File: src/sync_flag_length_deframer_assert.svh
// assertion macros for the sync flag length deframer
// expects i_clk and i_rst_n in the scope where a macro is used
`ifndef SYNC_FLAG_LENGTH_DEFRAMER_ASSERT_SVH
`define SYNC_FLAG_LENGTH_DEFRAMER_ASSERT_SVH

// antecedent implies consequent in the same cycle
`define SFLD_ASSERT_NOW(lbl, ante, cons, msg) \
    lbl: assert property (@(posedge i_clk) disable iff (!i_rst_n) (ante) |-> (cons)) \
        else $error(msg);

// antecedent implies consequent in the next cycle
`define SFLD_ASSERT_NEXT(lbl, ante, cons, msg) \
    lbl: assert property (@(posedge i_clk) disable iff (!i_rst_n) (ante) |=> (cons)) \
        else $error(msg);

`endif

File: src/sfld_pkg.sv
// shared types and constants for the sync flag length deframer
// no dependencies
`timescale 1ns / 1ps

package sfld_pkg;

    localparam logic [7:0] SYNC_BYTE = 8'h2f;
    localparam int unsigned HDR_LEN = 8;

    // result kinds
    localparam logic [1:0] KIND_HDR_OK  = 2'd0;
    localparam logic [1:0] KIND_BODY    = 2'd1;
    localparam logic [1:0] KIND_HDR_BAD = 2'd2;

    typedef enum logic [1:0] {
        PH_HUNT   = 2'd0,
        PH_HEADER = 2'd1,
        PH_BODY   = 2'd2
    } t_phase;

    // decoded header fields
    typedef struct packed {
        logic signed [7:0]  category;
        logic signed [15:0] msg_id;
        logic signed [31:0] total_length;
        logic               ok;
        logic [30:0]        body_len;
    } t_hdr_info;

    // one result item
    typedef struct packed {
        logic [1:0]         kind;
        logic signed [7:0]  category;
        logic signed [15:0] msg_id;
        logic signed [31:0] total_length;
        logic [15:0]        skipped_count;
        logic [7:0]         body_byte;
        logic               last;
    } t_result;

endpackage

File: src/sfld_hdr_decode.sv
// header field assembly and validity check
// depends on sfld_pkg
`timescale 1ns / 1ps

module sfld_hdr_decode (
    input  logic [5:0][7:0]      i_hdr,
    input  logic [7:0]           i_last_byte,
    input  logic                 i_big_endian,
    output sfld_pkg::t_hdr_info  o_info
);
    import sfld_pkg::*;

    logic [15:0] id_raw;
    logic [31:0] len_raw;

    // byte order selection
    always_comb begin
        if (i_big_endian) begin
            id_raw  = {i_hdr[1], i_hdr[2]};
            len_raw = {i_hdr[3], i_hdr[4], i_hdr[5], i_last_byte};
        end else begin
            id_raw  = {i_hdr[2], i_hdr[1]};
            len_raw = {i_last_byte, i_hdr[5], i_hdr[4], i_hdr[3]};
        end
    end

    // fields, check and body length
    always_comb begin
        o_info.category     = $signed(i_hdr[0]);
        o_info.msg_id       = $signed(id_raw);
        o_info.total_length = $signed(len_raw);
        o_info.ok           = (i_hdr[0] != 8'd0) && !i_hdr[0][7] &&
                              (id_raw != 16'd0) && !id_raw[15] &&
                              !len_raw[31] && (len_raw[30:3] != 28'd0);
        o_info.body_len     = len_raw[30:0] - 31'(HDR_LEN);
    end

endmodule

File: src/sfld_ctrl.sv
// frame state machine: hunt, header gather, body pass-through
// depends on sfld_pkg and sfld_hdr_decode
`timescale 1ns / 1ps

module sfld_ctrl (
    input  logic              i_clk,
    input  logic              i_rst_n,
    input  logic              i_cfg_wr_en,
    input  logic              i_cfg_wr_data,
    input  logic              i_accept,
    input  logic [7:0]        i_in_byte,
    output logic              o_res_valid,
    output sfld_pkg::t_result o_res
);
    import sfld_pkg::*;

    t_phase          r_phase, n_phase;
    logic [2:0]      r_hdr_idx, n_hdr_idx;
    logic [5:0][7:0] r_hdr, n_hdr;
    logic [30:0]     r_body_rem, n_body_rem;
    logic [15:0]     r_skip, n_skip;
    logic            r_big_endian;
    logic            hdr_done;
    logic            body_end;
    t_hdr_info       info;

    sfld_hdr_decode u_decode (
        .i_hdr        (r_hdr),
        .i_last_byte  (i_in_byte),
        .i_big_endian (r_big_endian),
        .o_info       (info)
    );

    assign hdr_done = (r_hdr_idx == 3'd6);
    assign body_end = (r_body_rem <= 31'd1);

    // next phase
    always_comb begin
        n_phase = r_phase;
        if (i_accept) begin
            case (r_phase)
                PH_HEADER: begin
                    if (hdr_done) begin
                        n_phase = (info.ok && (info.body_len != 31'd0)) ? PH_BODY : PH_HUNT;
                    end
                end
                PH_BODY: begin
                    if (body_end) begin
                        n_phase = PH_HUNT;
                    end
                end
                default: begin
                    n_phase = (i_in_byte == SYNC_BYTE) ? PH_HEADER : PH_HUNT;
                end
            endcase
        end
    end

    // result for the transfer being taken
    always_comb begin
        o_res_valid = 1'b0;
        o_res       = '0;
        case (r_phase)
            PH_HEADER: begin
                o_res_valid         = i_accept && hdr_done;
                o_res.kind          = info.ok ? KIND_HDR_OK : KIND_HDR_BAD;
                o_res.category      = info.category;
                o_res.msg_id        = info.msg_id;
                o_res.total_length  = info.total_length;
                o_res.skipped_count = r_skip;
                o_res.last          = !info.ok || (info.body_len == 31'd0);
            end
            PH_BODY: begin
                o_res_valid     = i_accept;
                o_res.kind      = KIND_BODY;
                o_res.body_byte = i_in_byte;
                o_res.last      = body_end;
            end
            default: begin
                o_res_valid = 1'b0;
            end
        endcase
    end

    // data state
    always_comb begin
        n_hdr_idx  = r_hdr_idx;
        n_hdr      = r_hdr;
        n_body_rem = r_body_rem;
        n_skip     = r_skip;
        if (i_accept) begin
            case (r_phase)
                PH_HEADER: begin
                    if (hdr_done) begin
                        n_hdr_idx  = 3'd0;
                        n_skip     = 16'd0;
                        n_body_rem = info.ok ? info.body_len : r_body_rem;
                    end else begin
                        n_hdr[r_hdr_idx] = i_in_byte;
                        n_hdr_idx        = r_hdr_idx + 3'd1;
                    end
                end
                PH_BODY: begin
                    n_body_rem = body_end ? 31'd0 : r_body_rem - 31'd1;
                end
                default: begin
                    if (i_in_byte == SYNC_BYTE) begin
                        n_hdr_idx = 3'd0;
                    end else if (r_skip != 16'hffff) begin
                        n_skip = r_skip + 16'd1;
                    end
                end
            endcase
        end
    end

    // control registers
    always_ff @(posedge i_clk) begin
        if (!i_rst_n) begin
            r_phase      <= PH_HUNT;
            r_hdr_idx    <= 3'd0;
            r_body_rem   <= 31'd0;
            r_skip       <= 16'd0;
            r_big_endian <= 1'b0;
        end else begin
            r_phase    <= n_phase;
            r_hdr_idx  <= n_hdr_idx;
            r_body_rem <= n_body_rem;
            r_skip     <= n_skip;
            if (i_cfg_wr_en) begin
                r_big_endian <= i_cfg_wr_data;
            end
        end
    end

    // header byte store, always written before it is read
    always_ff @(posedge i_clk) begin
        r_hdr <= n_hdr;
    end

endmodule

File: src/sfld_out_reg.sv
// result register between the state machine and the output channel
// depends on sfld_pkg
`timescale 1ns / 1ps

module sfld_out_reg (
    input  logic              i_clk,
    input  logic              i_rst_n,
    input  logic              i_load,
    input  sfld_pkg::t_result i_res,
    input  logic              i_stall,
    output logic              o_full_stall,
    output logic              o_valid,
    output sfld_pkg::t_result o_res
);
    import sfld_pkg::*;

    logic    r_valid;
    t_result r_res;

    // upstream must wait only while a result is held and not taken
    assign o_full_stall = r_valid && i_stall;
    assign o_valid      = r_valid;
    assign o_res        = r_res;

    // valid flag
    always_ff @(posedge i_clk) begin
        if (!i_rst_n) begin
            r_valid <= 1'b0;
        end else if (i_load) begin
            r_valid <= 1'b1;
        end else if (!i_stall) begin
            r_valid <= 1'b0;
        end
    end

    // payload
    always_ff @(posedge i_clk) begin
        if (i_load) begin
            r_res <= i_res;
        end
    end

endmodule

File: src/sync_flag_length_deframer.sv
// top level of the sync flag length deframer
// depends on sfld_pkg, sfld_ctrl, sfld_out_reg and the assertion header
`timescale 1ns / 1ps
//
// Byte-serial deframer. Input channel: i_valid / i_in_byte, with o_stall
// back to the sender; a byte is taken at an edge with i_valid high and
// o_stall low. Output channel: o_valid and the result fields, with i_stall
// from the receiver; a result is taken at an edge with o_valid high and
// i_stall low.
// Throughput is one byte per cycle while o_stall is low. Each byte updates the
// phase logic in the same cycle it is taken, and any result it causes is in
// the output register in the cycle after. Hunting bytes and the first six
// header bytes give no result; the seventh header byte gives the header
// report, each body byte gives one body result.
// o_stall rises only while a result is held and the receiver stalls, so a
// byte is still taken in the cycle that an old result is drained.
// Synchronous active-low reset returns to hunting with the skip count at
// zero, empties the output register and sets byte order to little endian.
// i_cfg_wr_en / i_cfg_wr_data write the big-endian flag; it is sampled
// when the seventh header byte is taken.
//
module sync_flag_length_deframer (
    input  logic               i_clk,
    input  logic               i_rst_n,
    input  logic               i_cfg_wr_en,
    input  logic               i_cfg_wr_data,
    input  logic               i_valid,
    input  logic [7:0]         i_in_byte,
    output logic               o_stall,
    output logic               o_valid,
    input  logic               i_stall,
    output logic [1:0]         o_kind,
    output logic signed [7:0]  o_category,
    output logic signed [15:0] o_msg_id,
    output logic signed [31:0] o_total_length,
    output logic [15:0]        o_skipped_count,
    output logic [7:0]         o_body_byte,
    output logic               o_last
);
    import sfld_pkg::*;

`include "sync_flag_length_deframer_assert.svh"

    logic    accept;
    logic    res_valid;
    t_result res;
    t_result out_res;

    assign accept = i_valid && !o_stall;

    sfld_ctrl u_ctrl (
        .i_clk         (i_clk),
        .i_rst_n       (i_rst_n),
        .i_cfg_wr_en   (i_cfg_wr_en),
        .i_cfg_wr_data (i_cfg_wr_data),
        .i_accept      (accept),
        .i_in_byte     (i_in_byte),
        .o_res_valid   (res_valid),
        .o_res         (res)
    );

    sfld_out_reg u_out (
        .i_clk        (i_clk),
        .i_rst_n      (i_rst_n),
        .i_load       (res_valid),
        .i_res        (res),
        .i_stall      (i_stall),
        .o_full_stall (o_stall),
        .o_valid      (o_valid),
        .o_res        (out_res)
    );

    // unpack the result register
    assign o_kind          = out_res.kind;
    assign o_category      = out_res.category;
    assign o_msg_id        = out_res.msg_id;
    assign o_total_length  = out_res.total_length;
    assign o_skipped_count = out_res.skipped_count;
    assign o_body_byte     = out_res.body_byte;
    assign o_last          = out_res.last;

    // checks
    `SFLD_ASSERT_NOW(a_stall_only_when_full, o_stall, o_valid, "stall without held result")
    `SFLD_ASSERT_NOW(a_reject_is_last, o_valid && (o_kind == KIND_HDR_BAD), o_last, "reject not last")
    `SFLD_ASSERT_NOW(a_body_no_header, o_valid && (o_kind == KIND_BODY), (o_skipped_count == 16'd0) && (o_total_length == 32'sd0), "body carries header")
    `SFLD_ASSERT_NEXT(a_result_lands, res_valid, o_valid && (out_res == $past(res)), "result not registered")

endmodule
File: config.mk
export PLATFORM = sky130hd
export DESIGN_NAME = sync_flag_length_deframer
export DESIGN_NICKNAME = d
export VERILOG_FILES = /design/src/sfld_pkg.sv /design/src/sfld_hdr_decode.sv /design/src/sfld_ctrl.sv /design/src/sfld_out_reg.sv /design/src/sync_flag_length_deframer.sv
export VERILOG_INCLUDE_DIRS = /design/src /design/src/src
export SDC_FILE = /design/constraint.sdc
export NUM_CORES = 1
export LEC_CHECK = 0
export CAP_MARGIN = 20
export CORE_ASPECT_RATIO = 1.4
export CORE_MARGIN = 5
export CORE_UTILIZATION = 39
export CTS_CLUSTER_DIAMETER = 150
export CTS_CLUSTER_SIZE = 12
export DETAILED_ROUTE_END_ITERATION = 16
export DONT_BUFFER_PORTS = 1
export GPL_TIMING_DRIVEN = 0
export PLACE_DENSITY = 0.51
export SLEW_MARGIN = 20
export SYNTH_ARGS = -nofsm -noshare
export SYNTH_HDL_FRONTEND = slang
export SYNTH_SLANG_ARGS = --single-unit
File: constraint.sdc
create_clock -name i_clk -period 13.65 [get_ports i_clk]
set_clock_uncertainty 0.1 [all_clocks]
set_input_delay 0.6825 -clock i_clk [delete_from_list [all_inputs] [get_ports i_clk]]
set_output_delay 0.6825 -clock i_clk [all_outputs]
set_load 0.01 [all_outputs]
==> impl_metrics.yaml <==
synthesis:
  synth_top_family_by_area: "simple AND/OR/NAND/NOR gates"
  syn_inst: 877
  synthMuxAreaShare_pct: 5.65
  synth_edf_count: 131
  synth.avg_cell_area_um2: 10.9
  synthesis.area_um2: 9590
  synthArstFlopShare_pct: 0
  ys_seq_area_share_pct: 52.3
  synth_seq_cells: 185
  synth.distinct_cells: 83
  yosysWarningCount: 0
  synth_xor_area_share_pct: 3.93
  synth_simple_gate_area_share_pct: 21.8
  synth_compound_area_share_pct: 11.8
  syn_nets: 898
  synth-adder-area-share_pct: 0.913
  synth_flop_cell: "edfxtp_1"
cts:
  htreeDepth: 4
  clk_latency_ns: 0.43
  clockRootBuffer: "clkbuf_16"
  numCtsBuffers: 17
  cts_resized: 0
  clock_path_buffers: 2
  cts_tree: "built"
  clk_pin_slew_ns: 0.07
  cts_setup_buffers: 0
  clock_sinks: 185
  hold_buffers: 0
setup_path:
  cp.arrival_ns: 6.73
  cpMaxStageDelayCell: "nor4_1"
  crit_chain: "buf_6 > buf_12 > buf_4 > buf_12 > clkbuf_1 > clkbuf_1 > mux2i_1 > ha_1 > nor4b_2 > or2_1 > a31oi_1 > nor4_1 > and4bb_2 > nand4_1 > or4_4 > a311oi_2"
  max_stage_delay_ns: 0.80
  start_kind: "register"
  r2r-end: "u_out.o_res[0]"
  rrSetupSlack_ns: 7.08
  end_kind: "register"
  reg2reg_from: "u_ctrl.r_big_endian"
  crit_required_ns: 13.81
  critical_path_peak_fanout: 10
  path_class: "register to register"
  reg2reg_depth: 16
floorplan:
  start_util_pct: 39.3
  die_h_um: 196
  rows: 68
  num_io_pins: 99
  die_w_um: 143
  die-area_um2: 27900
  core_area_um2: 24400
timing:
  setup_violations: 0
  fin_crit_ns: 6.57
  post-route-period-util_pct: 48.1
  max_freq_mhz: 152
  fin_tns_setup_ns: 0
  rsz0062_at_grt: "false"
  slew_headroom_pct: 28.6
  maxSlewViolCount: 0
  worstMarginPinSlew_ns: 1.06
  hold_viol_final: 0
hold_path:
  min_to: "u_ctrl.r_hdr[44]"
  hold_depth: 0
  holdCritPathClass: "primary input to register"
  hold_start: "i_in_byte[4]"
layout:
  finish.net_count: 926
  final_cell_mix: "edfxtp_1, nor2_1, dfxtp_1"
  multiInputGateArea_um2: 4240
  syn2layout_area_growth_pct: 10.4
  diodes: 0
  final_common_cell: "edfxtp_1"
  final_util_pct: 43.4
  seq_area_um2: 5010
  final_cell_area_um2: 10600
  nFillCells: 2295
  drive_gt1_share_pct: 9.69
placement:
  placed_area_um2: 10100
  hpwlAfterDp_mm: 21.1
  gp_congestion: 0.890
  io_buffer_count: 0
grt:
  grt_antenna_before_repair: 0
  grt_usage_pct: 20.8
  grt_pass1_wl_mm: 44.3
  grt_overflow_total: 0
  grt_pass1_vias: 7095
  grt_max_degree: 17
drt:
  first_pass_iters: 8
  drc_errors: 0
  drtIter0Drc: 557
  ant_nets: 0
  routed_wl_mm: 28.8
  vias: 7138
  drt-vias-per-instance: 5.79
  routedWlPerCell_um: 23.4
run_status:
  status: "finished clean"
power:
  pwr_density_cell_nw_per_um2: 103
  p_leak_uw: 0.00348
  ir_worst_vdd_uv: 88.0
flow_run:
  maxCapViolCount: 0
==> per-stage QoR <==
step | instances | setup WS [ns] | hold slack (ns) | power (µW)
final | 1233 | 7.08 | 0.243 | 1090
after global routing | 1233 | 6.86 | 0.218 | 1130
after CTS | 1233 | 7.06 | 0.221 | 1100
after detailed placement | 1201 | 7.09 | 0.366 | 655
after global placement | 1192 | 2.63 | 0.361 | 655
after floorplan | 877 | 5.73 | 0.348 | 640
==> registers in the layout, indices dropped and copies added, names as in the netlist <==
signal               count
u_out.o_res             83
u_ctrl.r_hdr            48
u_ctrl.r_body_rem       31
u_out.o_valid            1
u_ctrl.r_phase           2
u_ctrl.r_hdr_idx         3
u_ctrl.r_skip           16
u_ctrl.r_big_endian      1
==> worst max path at each step <==
stage / cells past startpoint / slack, ns / from / endpoint
2_1_floorplan: 2 / 5.73 / i_valid / u_out.o_res[0]
3_3_place_gp: 2 / 2.63 / i_valid / u_out.o_res[52]
3_5_place_dp: 16 / 7.09 / u_ctrl.r_big_endian / u_out.o_res[0]
4_1_cts: 16 / 7.06 / u_ctrl.r_big_endian / u_out.o_res[0]
5_1_grt: 16 / 6.86 / u_ctrl.r_big_endian / u_out.o_res[0]
6_report: 16 / 7.08 / u_ctrl.r_big_endian / u_out.o_res[0]
==> Yosys cell counts, types with 3 or more instances <==
cell	number	area, µm²
a21boi_0	8	60.1
buf_6	6	67.6
o211ai_1	7	52.6
and3_1	9	56.3
nand3_1	18	90.1
ha_1	7	87.6
a22oi_1	10	75.1
or2_1	3	18.8
or4_1	5	37.5
o22ai_1	10	62.6
nor3_1	27	135
nor2b_1	50	313
a21oi_1	29	145
o21ai_0	38	190
or4_4	4	45.0
buf_2	7	35.0
clkbuf_1	28	105
inv_1	13	48.8
edfxtp_1	131	3930
o21a_1	3	22.5
nor3b_1	7	52.6
o2111ai_1	4	35.0
o32ai_1	7	61.3
dfxtp_1	54	1080
xnor2_1	22	193
nor4_4	3	63.8
xor2_1	21	184
and4_1	3	26.3
nand2_1	46	173
a211oi_1	4	30.0
nand3b_1	4	30.0
nand4_1	11	68.8
nand2b_1	6	37.5
nor2_1	78	293
and2_1	34	213
nor4_1	24	150
mux2i_1	53	531
or3_1	15	93.8
a32o_1	5	50.1
or2_2	6	37.5
o31ai_1	3	22.5
==> worst max-delay path, delay by kind of cell (launching register included) <==
family | cells | cell delay (ns)
and+or+nand+nor | 6 | 2.74
muxes | 1 | 0.39
DFF | 1 | 0.40
adders and majority gates | 1 | 0.30
buffers and inverters | 6 | 2.04
AOI/OAI and AO/OA | 2 | 0.40
==> metal layers <==
| metal | vias to the layer above | wire [µm] | global-route usage [%] |
|---|---|---|---|
| met3 | 63 | 1130 | 3.67 |
| met4 | 0 | 913 | 8.00 |
| met5 | - | 0 | 0 |
| met1 | 3531 | 11900 | 25.2 |
| met2 | 221 | 14800 | 36.5 |
| li1 | 3323 | - | - |
==> power breakdown <==
| group | leakage [µW] | switching [µW] | internal [µW] |
|---|---|---|---|
| logic | 0.00160 | 29.2 | 16.3 |
| clock network | 0.000243 | 216 | 231 |
| registers | 0.00164 | 1.01 | 596 |
==> cells by family (layout without fill, tap and decap cells) <==
| family | count (synthesis) | count (layout) |
|---|---|---|
| and+or+nand+nor | 368 | 368 |
| DFF | 185 | 185 |
| AOI/OAI and AO/OA | 158 | 158 |
| xor gates and xnor gates | 43 | 43 |
| muxes | 54 | 54 |
| buffers and inverters | 62 | 103 |
| adders and majority gates | 7 | 7 |
==> final cells by class <==
cell class | instances | area share [%]
Sequential cell | 185 | 47.4
Clock buffer | 19 | 4.09
Timing Repair Buffer | 9 | 0.744
Buffer | 48 | 2.78
Inverter | 14 | 0.496
Tap cell | 315 | 3.72
Multi-Input combinational cell | 630 | 40.1
Clock inverter | 13 | 0.756
Power figures use the tool's default switching activity.
